<file path="config.mk">
export PLATFORM = sky130hd
export DESIGN_NAME = led_pixel_effect_engine_unit
export DESIGN_NICKNAME = d
export VERILOG_FILES = /design/src/rtl/lpfx_pkg.sv /design/src/rtl/led_pixel_effect_engine_unit.sv
export SDC_FILE = /design/constraint.sdc
export NUM_CORES = 1
export LEC_CHECK = 0
export BUFFER_PORTS_ARGS = -buffer_cell sky130_fd_sc_hd__buf_2
export CORE_MARGIN = 2
export CORE_UTILIZATION = 45
export CTS_BUF_LIST = sky130_fd_sc_hd__clkbuf_4 sky130_fd_sc_hd__clkbuf_8 sky130_fd_sc_hd__clkbuf_16
export CTS_CLUSTER_SIZE = 40
export DETAILED_ROUTE_END_ITERATION = 8
export PLACE_DENSITY = 0.64
export SLEW_MARGIN = 40
export SYNTH_ARGS = -nofsm -noshare
export SYNTH_HDL_FRONTEND = slang
export SYNTH_SLANG_ARGS = --single-unit
</file>
<file path="constraint.sdc">
create_clock -name clk -period 5.7 [get_ports clk]
set_clock_uncertainty 0.15 [all_clocks]
set_input_delay 1.71 -clock clk [delete_from_list [all_inputs] [get_ports clk]]
set_output_delay 1.71 -clock clk [all_outputs]
set_load 0.1 [all_outputs]
</file>
<file path="src/rtl/lpfx_pkg.sv">
package lpfx_pkg;

	localparam int PIXEL_COUNT_DEF = 18;

	// effect modes
	localparam logic [2:0] MODE_OFF    = 3'd0;
	localparam logic [2:0] MODE_ON     = 3'd1;
	localparam logic [2:0] MODE_SLOW   = 3'd2;
	localparam logic [2:0] MODE_FAST   = 3'd3;
	localparam logic [2:0] MODE_RANDOM = 3'd7;
	localparam logic [3:0] MODE_MAX    = 4'd7;

	localparam logic [3:0] COLOUR_RAINBOW = 4'd10;

	localparam logic [15:0] LFSR_TAPS = 16'hB400;

	// register indexes on the config port
	localparam logic [2:0] REG_FAST_ON  = 3'd0;
	localparam logic [2:0] REG_FAST_END = 3'd1;
	localparam logic [2:0] REG_SLOW_ON  = 3'd2;
	localparam logic [2:0] REG_SLOW_END = 3'd3;
	localparam logic [2:0] REG_SEED     = 3'd4;

	localparam logic [7:0]  FAST_ON_RST  = 8'd20;
	localparam logic [7:0]  FAST_END_RST = 8'd40;
	localparam logic [7:0]  SLOW_ON_RST  = 8'd40;
	localparam logic [7:0]  SLOW_END_RST = 8'd80;
	localparam logic [15:0] SEED_RST     = 16'd1;

	typedef enum logic [1:0] {
		ST_IDLE,
		ST_SET,
		ST_TICK
	} state_t;

	// one pixel entry; shown is r,g,b,w from msb down
	typedef struct packed {
		logic [2:0]  mode;
		logic [3:0]  colour;
		logic [7:0]  count;
		logic [31:0] shown;
	} entry_t;

	function automatic logic [31:0] fixed_colour(input logic [3:0] c);
		logic [31:0] v;
		case (c)
			4'd0: v = 32'hF0F000FF;
			4'd1: v = 32'hFFFFFFFF;
			4'd2: v = 32'h000000FF;
			4'd3: v = 32'hFF000000;
			4'd4: v = 32'h00FF0000;
			4'd5: v = 32'hFF5A0000;
			4'd6: v = 32'h0000FF00;
			4'd7: v = 32'hFFFF0000;
			4'd8: v = 32'h00FFFF00;
			4'd9: v = 32'hFF00FF00;
			default: v = 32'h0;
		endcase
		return v;
	endfunction

	// 255-step colour wheel
	function automatic logic [31:0] colour_wheel(input logic [7:0] pos);
		logic [7:0] p;
		logic [7:0] q;
		logic [7:0] t;
		logic [31:0] v;
		p = 8'd255 - pos;
		if (p < 8'd85) begin
			t = 8'(p * 2'd3);
			v = {8'd255 - t, 8'd0, t, 8'd0};
		end else if (p < 8'd170) begin
			q = p - 8'd85;
			t = 8'(q * 2'd3);
			v = {8'd0, t, 8'd255 - t, 8'd0};
		end else begin
			q = p - 8'd170;
			t = 8'(q * 2'd3);
			v = {t, 8'd255 - t, 8'd0, 8'd0};
		end
		return v;
	endfunction

	function automatic logic [15:0] lfsr_step(input logic [15:0] x);
		logic [15:0] y;
		y = x >> 1;
		if (x[0]) begin
			y = y ^ LFSR_TAPS;
		end
		return y;
	endfunction

endpackage

</file>
<file path="src/rtl/led_pixel_effect_engine_unit.sv">
// Per-pixel RGBW effect engine.
// Input channel (in_valid/in_stall): op=0 is a set word that stores colour and
// mode of one pixel; it is dropped when pixel, colour or mode is out of range
// and never yields an output word. op=1 is a tick: every pixel is walked from
// 0 to PIXEL_COUNT-1 and one output word per pixel goes out on the output
// channel (out_valid/out_stall), last marking the final pixel.
// The pixel table sits in one synchronous RAM (one entry per pixel). A tick
// takes one pixel per cycle, while the output is not stalled, through read,
// update and write-back: each updated entry goes into the registered output
// word, one word per cycle while the output takes them, and the next input
// word is taken once the walk is done. A set reads, then writes back.
// A stall on the output freezes the walk; the held word stays put, and
// in_stall stays high until the tick's walk is done.
// Reset: config registers go to their defaults, the twinkle LFSR to the seed,
// and per-entry valid flops make every pixel read as off and dark, so no
// clearing pass is needed.
// Config is an APB-style port, registers at byte address 4*index; pready is
// tied high. Writing the seed also reloads the LFSR (zero loads as one).
module led_pixel_effect_engine_unit import lpfx_pkg::*; #(
	parameter int PIXEL_COUNT = PIXEL_COUNT_DEF
) (
	input  logic        clk,
	input  logic        arst_n,
	// input words
	input  logic        in_valid,
	output logic        in_stall,
	input  logic        op,
	input  logic [4:0]  pixel,
	input  logic [3:0]  colour,
	input  logic [3:0]  mode,
	// output words
	output logic        out_valid,
	input  logic        out_stall,
	output logic [4:0]  out_pixel,
	output logic [7:0]  red,
	output logic [7:0]  green,
	output logic [7:0]  blue,
	output logic [7:0]  white,
	output logic        last,
	// config
	input  logic        psel,
	input  logic        penable,
	input  logic        pwrite,
	input  logic [4:0]  paddr,
	input  logic [31:0] pwdata,
	output logic [31:0] prdata,
	output logic        pready
);

	localparam int IDX_W = (PIXEL_COUNT > 1) ? $clog2(PIXEL_COUNT) : 1;
	localparam logic [IDX_W-1:0] LAST_IDX = IDX_W'(PIXEL_COUNT - 1);

	// config registers
	logic [7:0]  fast_on_q, fast_end_q, slow_on_q, slow_end_q;
	logic [15:0] seed_q;
	logic [15:0] lfsr_q;
	logic        cfg_wr;
	logic [2:0]  cfg_idx;

	// control
	state_t           state_q, state_nxt;
	logic [IDX_W-1:0] idx_q;
	logic [3:0]       set_colour_q;
	logic [2:0]       set_mode_q;
	logic             in_acc;
	logic             set_ok;
	logic             adv;
	logic             wr_en;
	entry_t           wr_data;
	logic [IDX_W-1:0] rd_addr;

	// pixel table RAM plus valid flops
	entry_t                 mem [PIXEL_COUNT];
	logic [PIXEL_COUNT-1:0] valid_q;
	entry_t                 rd_s1;
	logic                   rdv_s1;
	entry_t                 cur;

	// tick datapath
	entry_t      upd;
	logic [7:0]  n;
	logic        show_req;
	logic [15:0] x1, x2;
	logic [23:0] r_prod;
	logic [7:0]  r_draw;
	logic [15:0] lfsr_nxt;

	// output register
	logic        out_valid_q;
	logic [4:0]  out_pixel_q;
	logic [31:0] out_rgbw_q;
	logic        out_last_q;

	//--------------------------------------------------------------
	// config port
	assign pready  = 1'b1;
	assign cfg_idx = paddr[4:2];
	assign cfg_wr  = psel & penable & pwrite & pready;

	always_comb begin
		case (cfg_idx)
			REG_FAST_ON:  prdata = {24'd0, fast_on_q};
			REG_FAST_END: prdata = {24'd0, fast_end_q};
			REG_SLOW_ON:  prdata = {24'd0, slow_on_q};
			REG_SLOW_END: prdata = {24'd0, slow_end_q};
			REG_SEED:     prdata = {16'd0, seed_q};
			default:      prdata = 32'd0;
		endcase
	end

	always_ff @(posedge clk or negedge arst_n) begin
		if (!arst_n) begin
			fast_on_q  <= FAST_ON_RST;
			fast_end_q <= FAST_END_RST;
			slow_on_q  <= SLOW_ON_RST;
			slow_end_q <= SLOW_END_RST;
			seed_q     <= SEED_RST;
			lfsr_q     <= SEED_RST;
		end else begin
			if (cfg_wr) begin
				case (cfg_idx)
					REG_FAST_ON:  fast_on_q  <= pwdata[7:0];
					REG_FAST_END: fast_end_q <= pwdata[7:0];
					REG_SLOW_ON:  slow_on_q  <= pwdata[7:0];
					REG_SLOW_END: slow_end_q <= pwdata[7:0];
					REG_SEED: begin
						seed_q <= pwdata[15:0];
						lfsr_q <= (pwdata[15:0] == 16'd0) ? 16'd1 : pwdata[15:0];
					end
					default: ;
				endcase
			end else if (adv) begin
				lfsr_q <= lfsr_nxt;
			end
		end
	end

	//--------------------------------------------------------------
	// sequencer
	assign in_acc = in_valid & ~in_stall;
	assign set_ok = (32'(pixel) < PIXEL_COUNT) && (colour <= COLOUR_RAINBOW)
		&& (mode <= MODE_MAX);

	always_ff @(posedge clk or negedge arst_n) begin
		if (!arst_n) begin
			state_q <= ST_IDLE;
		end else begin
			state_q <= state_nxt;
		end
	end

	always_comb begin
		state_nxt = state_q;
		in_stall  = 1'b1;
		adv       = 1'b0;
		wr_en     = 1'b0;
		wr_data   = upd;
		rd_addr   = idx_q;
		case (state_q)
			ST_IDLE: begin
				in_stall = 1'b0;
				if (in_valid) begin
					if (op) begin
						rd_addr   = '0;
						state_nxt = ST_TICK;
					end else begin
						rd_addr = IDX_W'(pixel);
						if (set_ok) begin
							state_nxt = ST_SET;
						end
					end
				end
			end
			ST_SET: begin
				// count restarts only when the mode really changes
				wr_en          = 1'b1;
				wr_data        = cur;
				wr_data.colour = set_colour_q;
				wr_data.mode   = set_mode_q;
				if (cur.mode != set_mode_q) begin
					wr_data.count = 8'd0;
				end
				state_nxt = ST_IDLE;
			end
			ST_TICK: begin
				if (!out_valid_q || !out_stall) begin
					adv   = 1'b1;
					wr_en = 1'b1;
					if (idx_q == LAST_IDX) begin
						state_nxt = ST_IDLE;
					end else begin
						rd_addr = idx_q + 1'b1;
					end
				end
			end
			default: state_nxt = ST_IDLE;
		endcase
	end

	always_ff @(posedge clk or negedge arst_n) begin
		if (!arst_n) begin
			idx_q <= '0;
		end else if (in_acc) begin
			idx_q <= op ? '0 : IDX_W'(pixel);
		end else if (adv && idx_q != LAST_IDX) begin
			idx_q <= idx_q + 1'b1;
		end
	end

	always_ff @(posedge clk) begin
		if (in_acc) begin
			set_colour_q <= colour;
			set_mode_q   <= mode[2:0];
		end
	end

	//--------------------------------------------------------------
	// pixel table
	always_ff @(posedge clk) begin
		if (wr_en) begin
			mem[idx_q] <= wr_data;
		end
		rd_s1 <= mem[rd_addr];
	end

	always_ff @(posedge clk or negedge arst_n) begin
		if (!arst_n) begin
			valid_q <= '0;
			rdv_s1  <= 1'b0;
		end else begin
			if (wr_en) begin
				valid_q[idx_q] <= 1'b1;
			end
			rdv_s1 <= valid_q[rd_addr];
		end
	end

	// never-written entry reads as off, dark
	assign cur = rdv_s1 ? rd_s1 : '0;

	//--------------------------------------------------------------
	// per-pixel effect update
	assign x1     = lfsr_step(lfsr_q);
	assign x2     = lfsr_step(x1);
	assign r_prod = {x1, 8'd0} - 24'(x1);
	assign r_draw = r_prod[23:16];

	always_comb begin
		upd       = cur;
		n         = cur.count + 8'd1;
		upd.count = n;
		show_req  = 1'b0;
		lfsr_nxt  = lfsr_q;
		case (cur.mode)
			MODE_OFF: upd.shown = 32'd0;
			MODE_ON:  show_req = 1'b1;
			MODE_SLOW, MODE_FAST: begin
				if (n < ((cur.mode == MODE_SLOW) ? slow_on_q : fast_on_q)) begin
					show_req = 1'b1;
				end else if (n < ((cur.mode == MODE_SLOW) ? slow_end_q : fast_end_q)) begin
					upd.shown = 32'd0;
				end else begin
					upd.count = 8'd0;
				end
			end
			MODE_RANDOM: begin
				lfsr_nxt = x1;
				if (r_draw > n) begin
					lfsr_nxt = x2;
					if (!x2[0]) begin
						show_req = 1'b1;
					end else begin
						upd.shown = 32'd0;
					end
				end
			end
			default: ; // fade and breath hold the colour
		endcase
		if (show_req) begin
			if (cur.colour == COLOUR_RAINBOW) begin
				upd.shown = colour_wheel(n);
				upd.count = n + 8'd1;
			end else if (cur.colour < COLOUR_RAINBOW) begin
				upd.shown = fixed_colour(cur.colour);
			end
		end
	end

	//--------------------------------------------------------------
	// output register
	always_ff @(posedge clk or negedge arst_n) begin
		if (!arst_n) begin
			out_valid_q <= 1'b0;
		end else if (adv) begin
			out_valid_q <= 1'b1;
		end else if (!out_stall) begin
			out_valid_q <= 1'b0;
		end
	end

	always_ff @(posedge clk) begin
		if (adv) begin
			out_pixel_q <= 5'(idx_q);
			out_rgbw_q  <= upd.shown;
			out_last_q  <= (idx_q == LAST_IDX);
		end
	end

	assign out_valid = out_valid_q;
	assign out_pixel = out_pixel_q;
	assign red       = out_rgbw_q[31:24];
	assign green     = out_rgbw_q[23:16];
	assign blue      = out_rgbw_q[15:8];
	assign white     = out_rgbw_q[7:0];
	assign last      = out_last_q;

	//--------------------------------------------------------------
	// checks
	a_lfsr_nonzero: assert property (@(posedge clk) disable iff (!arst_n)
		lfsr_q != 16'd0)
		else $error("twinkle LFSR reached zero");

	a_wr_in_range: assert property (@(posedge clk) disable iff (!arst_n)
		wr_en |-> (32'(idx_q) < PIXEL_COUNT))
		else $error("table write beyond pixel count");

	a_set_goes_wb: assert property (@(posedge clk) disable iff (!arst_n)
		(in_acc && !op && set_ok) |=> (state_q == ST_SET))
		else $error("valid set did not reach write-back");

	a_frame_end: assert property (@(posedge clk) disable iff (!arst_n)
		(state_q == ST_TICK && adv && idx_q == LAST_IDX)
		|=> (out_valid_q && out_last_q && state_q == ST_IDLE))
		else $error("tick walk did not end with last word");

	a_out_from_tick: assert property (@(posedge clk) disable iff (!arst_n)
		$rose(out_valid_q) |-> ($past(state_q) == ST_TICK))
		else $error("output word raised outside tick walk");

endmodule

</file>
Yosys cells after proc, flatten, opt, wreduce, memory -nomap -nowiden. Memory sizes are Yosys's and may differ from the RTL's. A register that Yosys moved wholly into a read port is not among the register bits. Index checks and enable logic that the tools add are counted.

Register bits after elaboration: 136. Bits in writable memories: 846. Memory bits (read-only): 512. Bits of input ports: 58. Output and inout port bits: 73. Logic and storage cells: 147. Memories: 2.

Add/sub/neg operators: 10. Multipliers: 3. Order comparisons: 12. Equal/unequal tests: 20. Multiplexer cells: 56. Bitwise logic cells: 6. Reduce and logical (&&, ||, !) cells: 22.

Memories: mem (words 18, width 47, rd ports 1, clocked after memory_dff 1, write ports 1, RTL line led_pixel_effect_engine_unit.sv:73) `entry_t mem [PIXEL_COUNT];`; (no name shown) (words 16, width 32, rd ports 1, clocked after memory_dff 0, write ports 0, RTL line lpfx_pkg.sv:46) `case (c)`.

Operator list (number): 32-bit 2-to-1 mux (7); 16-bit 2-to-1 mux (8); 32-bit case mux with 3 select lines (1); 47-bit 2-to-1 mux (2); 40-bit 2-to-1 mux (2); 16-bit case mux with 5 select lines (1); 8-bit 2-to-1 mux (6); 8-bit subtractor (first input constant) (4); 5-bit 2-to-1 mux (6); 8-bit by 2-bit multiplier with 8-bit output (second input constant) (3); 24-bit by 16-bit subtractor with 24-bit output (1); 18-bit bitwise OR (1); 8-bit by 1-bit adder with 8-bit output (second input constant) (2); 16-bit zero test (1); 8-bit less-than comparator (2); 3-bit by 2-bit equality test with 1-bit output (second input constant) (4); 5-bit by 6-bit less-than comparator with 1-bit output (second input constant) (2); 1-bit 2-to-1 mux (12); 2-bit 2-to-1 mux (5); 5-bit case mux with 2 select lines (1); 2-bit AND reduction (5); 8-bit greater-than comparator (1); 8-bit by 7-bit less-than comparator with 1-bit output (second input constant) (1); 8-bit less-than comparator (second input constant) (1); other kinds (35) (50).

Longest topological paths before layout. Gate-level depths: netlist of the first run.

Word-level depth: 11. Gate-level depth with buffers: 23. Gate-level depth less buffers: 19.

Worst setup path after synthesis of the first run. No wires, ideal clock.

Path type: input -> register. From: input out_stall. To: memory mem[15][0] (netlist name) (enable). Setup time: 0.521 ns. Arrival: 6.522 ns. Data required time: 5.029 ns. Path slack: -1.493 ns. Cell stages on the path: 4. Path buffers: 0. Cells stage by stage: a21bo_2 inv_1 o21a_1 nor3b_1.

Word-level cells in the longest chain between the ends: 6.

Ends and longest elaborated chain: start: declaration (RTL line led_pixel_effect_engine_unit.sv:33) `input logic out_stall,`; 1-bit zero test; 1-bit logical OR (RTL line led_pixel_effect_engine_unit.sv:186) `if (!out_valid_q || !out_stall) begin`; 1-bit 2-to-1 mux (RTL line led_pixel_effect_engine_unit.sv:186); 1-bit case mux with 2 select lines (RTL line led_pixel_effect_engine_unit.sv:159) `case (state_q)`; 1-bit 2-to-1 mux (RTL line led_pixel_effect_engine_unit.sv:220) `if (wr_en) begin`; 1-bit 2-to-1 mux (implied by the code) (RTL line led_pixel_effect_engine_unit.sv:221) `mem[idx_q] <= wr_data;`; end: declaration (RTL line led_pixel_effect_engine_unit.sv:73).

Every way passes these cells.

==> run metrics, run 1 <==
status=finished clean; Filler Cells Inserted=8129; worst reg-to-reg setup slack=0.27 ns; Setup Buffers After CTS=0; synthesis-to-layout area growth=15.7%; leakage power=18.6 nW; Clock Latency Late Sink=0.70 ns; cell count after synthesis=3335; deepest clock path buffer count=3; f_max=184 MHz; post-synth top area share=60.1%; TritonCTS clock tree=built; final setup fails=0; vias in the first global route=27.5k; WS Path Type=flip-flop to flip-flop; DPL Wire Length=73200 µm; number of stages on the worst setup path=18; Crit. Startpoint=lfsr_q[8]; largest area contributor in the netlist=edfxtp_1; post-layout util=52.5%; Slew Limit Fails=0; CP max stage cell=nor2_2; Die X=318 µm; PD cells=657 mW/mm²; die area=0.101 mm²; total power=33.8 mW; Synth Area per Inst=13.3 µm²; routability congestion estimate from global placement=0.954; TritonCTS Buffers=104; critical path buffer and inverter count=2; htree depth=3; worst path arrival time=5.63 ns; DR vias/cell=5.89; total track usage=24.3%; critical path launch point type=flip-flop; Cell Area, Synth=0.0445 mm²; Worst path max stage delay=0.50 ns; global-route wire length before repair=183000 µm; Post-synth ARST share=8.84%; die height=318 µm; CP cell instances=nor4_1 -> nand4_1 -> a221oi_2 -> o22ai_1 -> o31ai_2 -> buf_4 -> nor3_1 -> xnor2_1 -> ha_1 -> and3_1 -> a221o_1 -> a22o_2 -> buf_4 -> a21oi_4 -> a21oi_4 -> and2_1 -> nor2_2 -> o21ai_0; critical path fanouts, max=7; final std cells w/o fill=4929; Routed WL=125000 µm; reg-to-reg endpoint=out_rgbw_q[7]; port buffer count=95; 1st-pass router iterations=6; final net count=3684; CTS sink cnt=1029; largest net degree at the start of global routing=68; sequential fraction of the synthesis area=67.4%; worst-margin pin slew=0.957 ns; Max Cap Viol=0; Site Rows=115; R2R depth=18; initial antenna violation count=6; Iter 0 DRT Violations=3242; Core Region=0.0981 mm²; quantity of gates resized following cts=0; CP Capture Point=out_rgbw_q[7]; Yosys reg bits=1029; cts hold-fix bufs=0; placed insts=4727; Routed WL per cell=25.3 µm; Clk pin slew, worst setup/hold paths=0.06 ns; DRC Markers=0; Primary FF master, synth=edfxtp_1; GRT overflow=0; share of cells above drive strength 1=20.7%; Final Cycle Share=95.2%; Crit. End Element=flip-flop; final hold vios=0; Initial Utilization=45.3%; Tightest Hold Check Type=flip-flop to flip-flop; reg2reg start=lfsr_q[8]; Slew Limit Headroom=35.5%; family with the most delay on the worst path=compound AO/OA/AOI/OAI gates; min Tclk post-route=5.43 ns; CP required=5.90 ns; post-route ant nets=0; synth unique cells=105; Root Driver=clkbuf_16; Syn. warnings=0; Synth area leaders=edfxtp_1 (60%), nand2_1 (5.0%), dfrtp_1 (4.6%); IO Pins=131; Peak VDD IR=445 µV; number of synthesized flops with an enable pin=891; RSZ-0062 raised after global routing=yes; routed vias=29.1k
==> layer usage <==
metal,vias up,GRT usage (%),part of all wire [%]
li1,12900,-,-
met1,14700,34.2,42
met2,1270,39.2,47
met3,190,3.63,8.2
met4,0,7.64,2.6
met5,-,0,0
==> flip-flops by register name (all words and copies together), names as in the netlist, 8 cells and up <==
| register | flops |
|---|---|
| seed_q | 16 |
| fast_end_q | 8 |
| valid_q | 18 |
| lfsr_q | 16 |
| rd_s1 | 47 |
| fast_on_q | 8 |
| slow_on_q | 8 |
| slow_end_q | 8 |
| out_rgbw_q | 32 |
| mem | 846 |
==> worst register-to-register path, delay by kind of cell, from the launching register on <==
family,cells,cell delay [ns]
simple gates,6,1.49
xor+xnor,1,0.13
buf+inv,2,0.39
flops,1,0.44
fa+ha+maj,1,0.29
compound gates,8,2.16
==> cell usage after synthesis, drive strengths merged, types with 9 or more instances <==
cell type / count
a2111oi: 37
a211oi: 11
a21o: 21
a21oi: 153
a22oi: 36
a311oi: 9
a31oi: 63
a32oi: 37
and3: 21
buf: 135
clkbuf: 76
dfrtp: 81
dfstp: 10
dfxtp: 47
edfxtp: 891
ha: 76
inv: 41
mux2: 59
mux2i: 93
mux4: 48
nand2: 593
nand3: 221
nor2: 170
nor3: 22
nor4: 10
o211ai: 19
o21ai: 123
o22ai: 23
o31ai: 12
or2: 24
or3: 14
xnor2: 30
xor2: 10
==> placed cells by master, fill, tap and decap left out, types with 21 or more instances in the layout <==
| cell type | Yosys | layout |
|---|---|---|
| mux4_2 | 48 | 48 |
| inv_1 | 40 | 39 |
| buf_2 | 82 | 90 |
| mux2i_1 | 92 | 92 |
| buf_4 | 35 | 174 |
| nand2_1 | 592 | 590 |
| clkbuf_16 | 0 | 105 |
| clkbuf_4 | 0 | 41 |
| a32oi_1 | 37 | 37 |
| o21ai_0 | 118 | 112 |
| ha_1 | 76 | 75 |
| a31oi_1 | 63 | 63 |
| a2111oi_2 | 33 | 34 |
| buf_12 | 0 | 33 |
| o22ai_1 | 23 | 22 |
| a21oi_1 | 145 | 144 |
| a22oi_1 | 35 | 35 |
| mux2_2 | 58 | 58 |
| or2_2 | 21 | 21 |
| xnor2_1 | 29 | 29 |
| nand3_1 | 220 | 219 |
| edfxtp_1 | 891 | 891 |
| nor2_1 | 164 | 145 |
| dfxtp_1 | 47 | 47 |
| dfrtp_1 | 81 | 80 |
==> cell type report <==
| cell class | instances | area, µm² | area share (%) |
|---|---|---|---|
| Antenna cell | 3 | 7.51 | 0.0146 |
| Clock buffer | 151 | 3000 | 5.83 |
| Clock inverter | 45 | 503 | 0.977 |
| Inverter | 42 | 158 | 0.306 |
| Multi-Input combinational cell | 2068 | 13700 | 26.6 |
| Sequential cell | 1029 | 30000 | 58.2 |
| Tap cell | 1287 | 1610 | 3.13 |
| Timing Repair Buffer | 304 | 2520 | 4.89 |
==> stage by stage <==
stage	area, µm²	hold WS (ns)	setup slack [ns]	TNS (ns)
detailed placement	47900	0.303	0.259	0
CTS	51400	0.318	0.197	0
global placement	47800	0.301	0.159	0
global route	51500	0.328	-0.0143	-0.236
finish	51500	0.317	0.273	0
floorplan	44600	0.289	-0.0430	-14.20
==> kinds of logic (layout without fill, tap and decap cells) <==
| group | after synthesis | in the layout | synth area share (%) |
|---|---|---|---|
| other | 2 | 20 | 0.0169 |
| flip-flops | 1029 | 1029 | 67.4 |
| AND/OR/NAND/NOR | 1129 | 1129 | 11.3 |
| XOR/XNOR | 41 | 41 | 0.872 |
| buffers and inverters | 253 | 542 | 2.76 |
| multiplexers | 200 | 200 | 6.03 |
| adder cells (fa/ha/maj) | 77 | 77 | 2.18 |
| AO/OA/AOI/OAI | 604 | 604 | 9.49 |
==> worst min path at each step <==
stage	from	endpoint	slack [ns]	depth (start not counted)
after floorplan	valid_q[13]	valid_q[13]	0.29	1
after global placement	valid_q[13]	valid_q[13]	0.30	1
after detailed placement	valid_q[7]	valid_q[7]	0.30	1
after CTS	valid_q[6]	valid_q[6]	0.32	1
after global routing	valid_q[12]	valid_q[12]	0.33	1
final	valid_q[10]	valid_q[10]	0.32	1
==> power by group <==
part           switching, mW  leakage (nW)  internal, mW
clock                   2.85          1.76          4.09
sequential             0.501          9.73          10.5
combinational           10.7          7.09          5.19
total                   14.0          18.6          19.8
Power figures use the tool's default switching activity.
==> inputs of run 2 (changes only) <==
- CORE_ASPECT_RATIO: not set -> 0.5
- PLACE_DENSITY: 0.64 -> 0.74
==> run metrics, run 2 (synthesis results as in run 1) <==
Core Region=0.0979 mm²; Clk pin slew, worst setup/hold paths=0.07 ns; DPL Wire Length=70500 µm; Largest Register=mem; Setup Buffers After CTS=0; die area=0.102 mm²; worst-margin pin slew=0.892 ns; Slew Limit Fails=0; most common cell after layout, fill and taps aside=edfxtp_1; Filler Cells Inserted=7943; Slew Limit Headroom=40.6%; Tightest Hold Check Type=flip-flop to flip-flop; min Tclk post-route=5.46 ns; leakage power=18.2 nW; post-route ant nets=0; 1st-pass router iterations=6; critical path buffer and inverter count=4; family with the most delay on the worst path=compound AO/OA/AOI/OAI gates; Max Cap Viol=0; deepest clock path buffer count=3; setup tns final=0 ns; Routed WL=123000 µm; Peak VDD IR=758 µV; synthesis-to-layout area growth=14.2%; biggest regs=mem x846, rd_s1 x47, out_rgbw_q x32; routability congestion estimate from global placement=0.955; DRC Markers=0; GRT overflow=0; Root Driver=clkbuf_16; Iter 0 DRT Violations=3761; TritonCTS clock tree=built; CP max stage cell=or4_4; Initial Utilization=45.5%; global-route wire length before repair=181000 µm; routed vias=29.6k; PD cells=647 mW/mm²; TritonCTS Buffers=92; max reg flops=846; die height=226 µm; total track usage=23.8%; Site Rows=81; critical path launch point type=flip-flop; final net count=3631; Final Cycle Share=95.8%; vias in the first global route=28.4k; critical path fanouts, max=18; share of cells above drive strength 1=18.9%; placed insts=4730; IO Pins=131; CTS sink cnt=1029; status=finished clean; final setup fails=0; htree depth=3; worst path arrival time=5.74 ns; Crit path top cell by count=buf_4; CP cell instances=inv_1 -> ha_1 -> o31ai_1 -> a221oi_2 -> nor3_2 -> o31ai_2 -> or4_4 -> a22oi_2 -> xnor2_1 -> ha_1 -> and4_1 -> a21boi_1 -> a22o_1 -> a21o_1 -> a31oi_1 -> buf_4 -> a221oi_2 -> buf_4 -> a2bb2oi_1 -> o21ai_1 -> buf_4; Clock Latency Late Sink=0.72 ns; Crit. End Element=flip-flop; initial antenna violation count=0; ANT cells=0; RSZ-0062 raised after global routing=no; total power=32.9 mW; CP required=5.98 ns; commonest cells after routing, fill and taps aside=edfxtp_1 (891), nand2_1 (590), nand3_1 (219); WS Path Type=flip-flop to flip-flop; final std cells w/o fill=4902; port buffer count=95; Worst path max stage delay=0.48 ns; Routed WL per cell=25.1 µm; final hold vios=0; Die X=449 µm; f_max=183 MHz; DR vias/cell=6.03; largest net degree at the start of global routing=117
run 2: cell types whose count changed in the layout (fill, tap and decap cells not counted), sizes merged:
| cell | change |
|---|---|
| clkdlybuf4s15 | -1 |
| clkinvlp | -3 |
| bufinv | -1 |
| buf | -40 |
| clkinv | +14 |
| diode | -3 |
| inv | -1 |
| clkbuf | -33 |
run 2: worst paths after layout:
kind / end / depth (start not counted) / slack (ns) / start
max: mem[4][23] / 21 / 0.24 / lfsr_q[10]
min in group asynchronous: seed_q[7] / 1 / 0.89 / arst_n
max reg2reg: mem[4][23] / 21 / 0.24 / lfsr_q[10]
max in group asynchronous: out_valid / 2 / 3.70 / arst_n
min reg2reg: valid_q[14] / 1 / 0.32 / valid_q[14]
min: valid_q[14] / 1 / 0.32 / valid_q[14]
run 2: repair_timing:
item | CTS | global route
endpoints found under the setup margin | 0 | 528
resized for setup | 0 | 9
hold buffers | 0 | 0
run 2: layer usage:
metal	routed length [µm]	global-route usage (%)
met5	0	0
met4	4400	8.58
met3	12800	4.85
met2	56400	38.1
met1	49200	32.6
run 2: area by class of cell:
| type | count | area [µm²] | area share [%] |
|---|---|---|---|
| clock buffers | 118 | 2590 | 5.11 |
| clock inverters | 54 | 561 | 1.10 |
| inverters | 42 | 158 | 0.310 |
| multi-input cells | 2068 | 13600 | 26.8 |
| flip-flops and latches | 1029 | 30000 | 59.0 |
| well taps | 1328 | 1660 | 3.27 |
| repair buffers | 263 | 2210 | 4.35 |
run 2: metrics by stage:
step	util, %	hold WS (ns)	instance area (µm²)	worst slack, ns
after floorplan	-	0.289	44600	-0.0430
after global placement	48.6	0.302	47600	0.0911
after detailed placement	48.7	0.304	47600	0.138
after CTS	51.9	0.320	50800	0.120
after global routing	51.9	0.338	50800	0.00252
final	51.9	0.316	50800	0.242
run 2: power by group:
part | total (mW) | switching (mW) | internal, mW
Combinational | 15.4 | 10.5 | 4.94
Sequential | 11.0 | 0.556 | 10.5
Clock | 6.42 | 2.81 | 3.61
run 2: worst register-to-register path, delay by kind of cell, from the launching register on:
| family | cells | cell delay [ns] |
|---|---|---|
| simple gates | 3 | 0.86 |
| buf+inv | 4 | 0.81 |
| flops | 1 | 0.39 |
| fa+ha+maj | 2 | 0.57 |
| compound gates | 11 | 2.31 |
| xor+xnor | 1 | 0.10 |
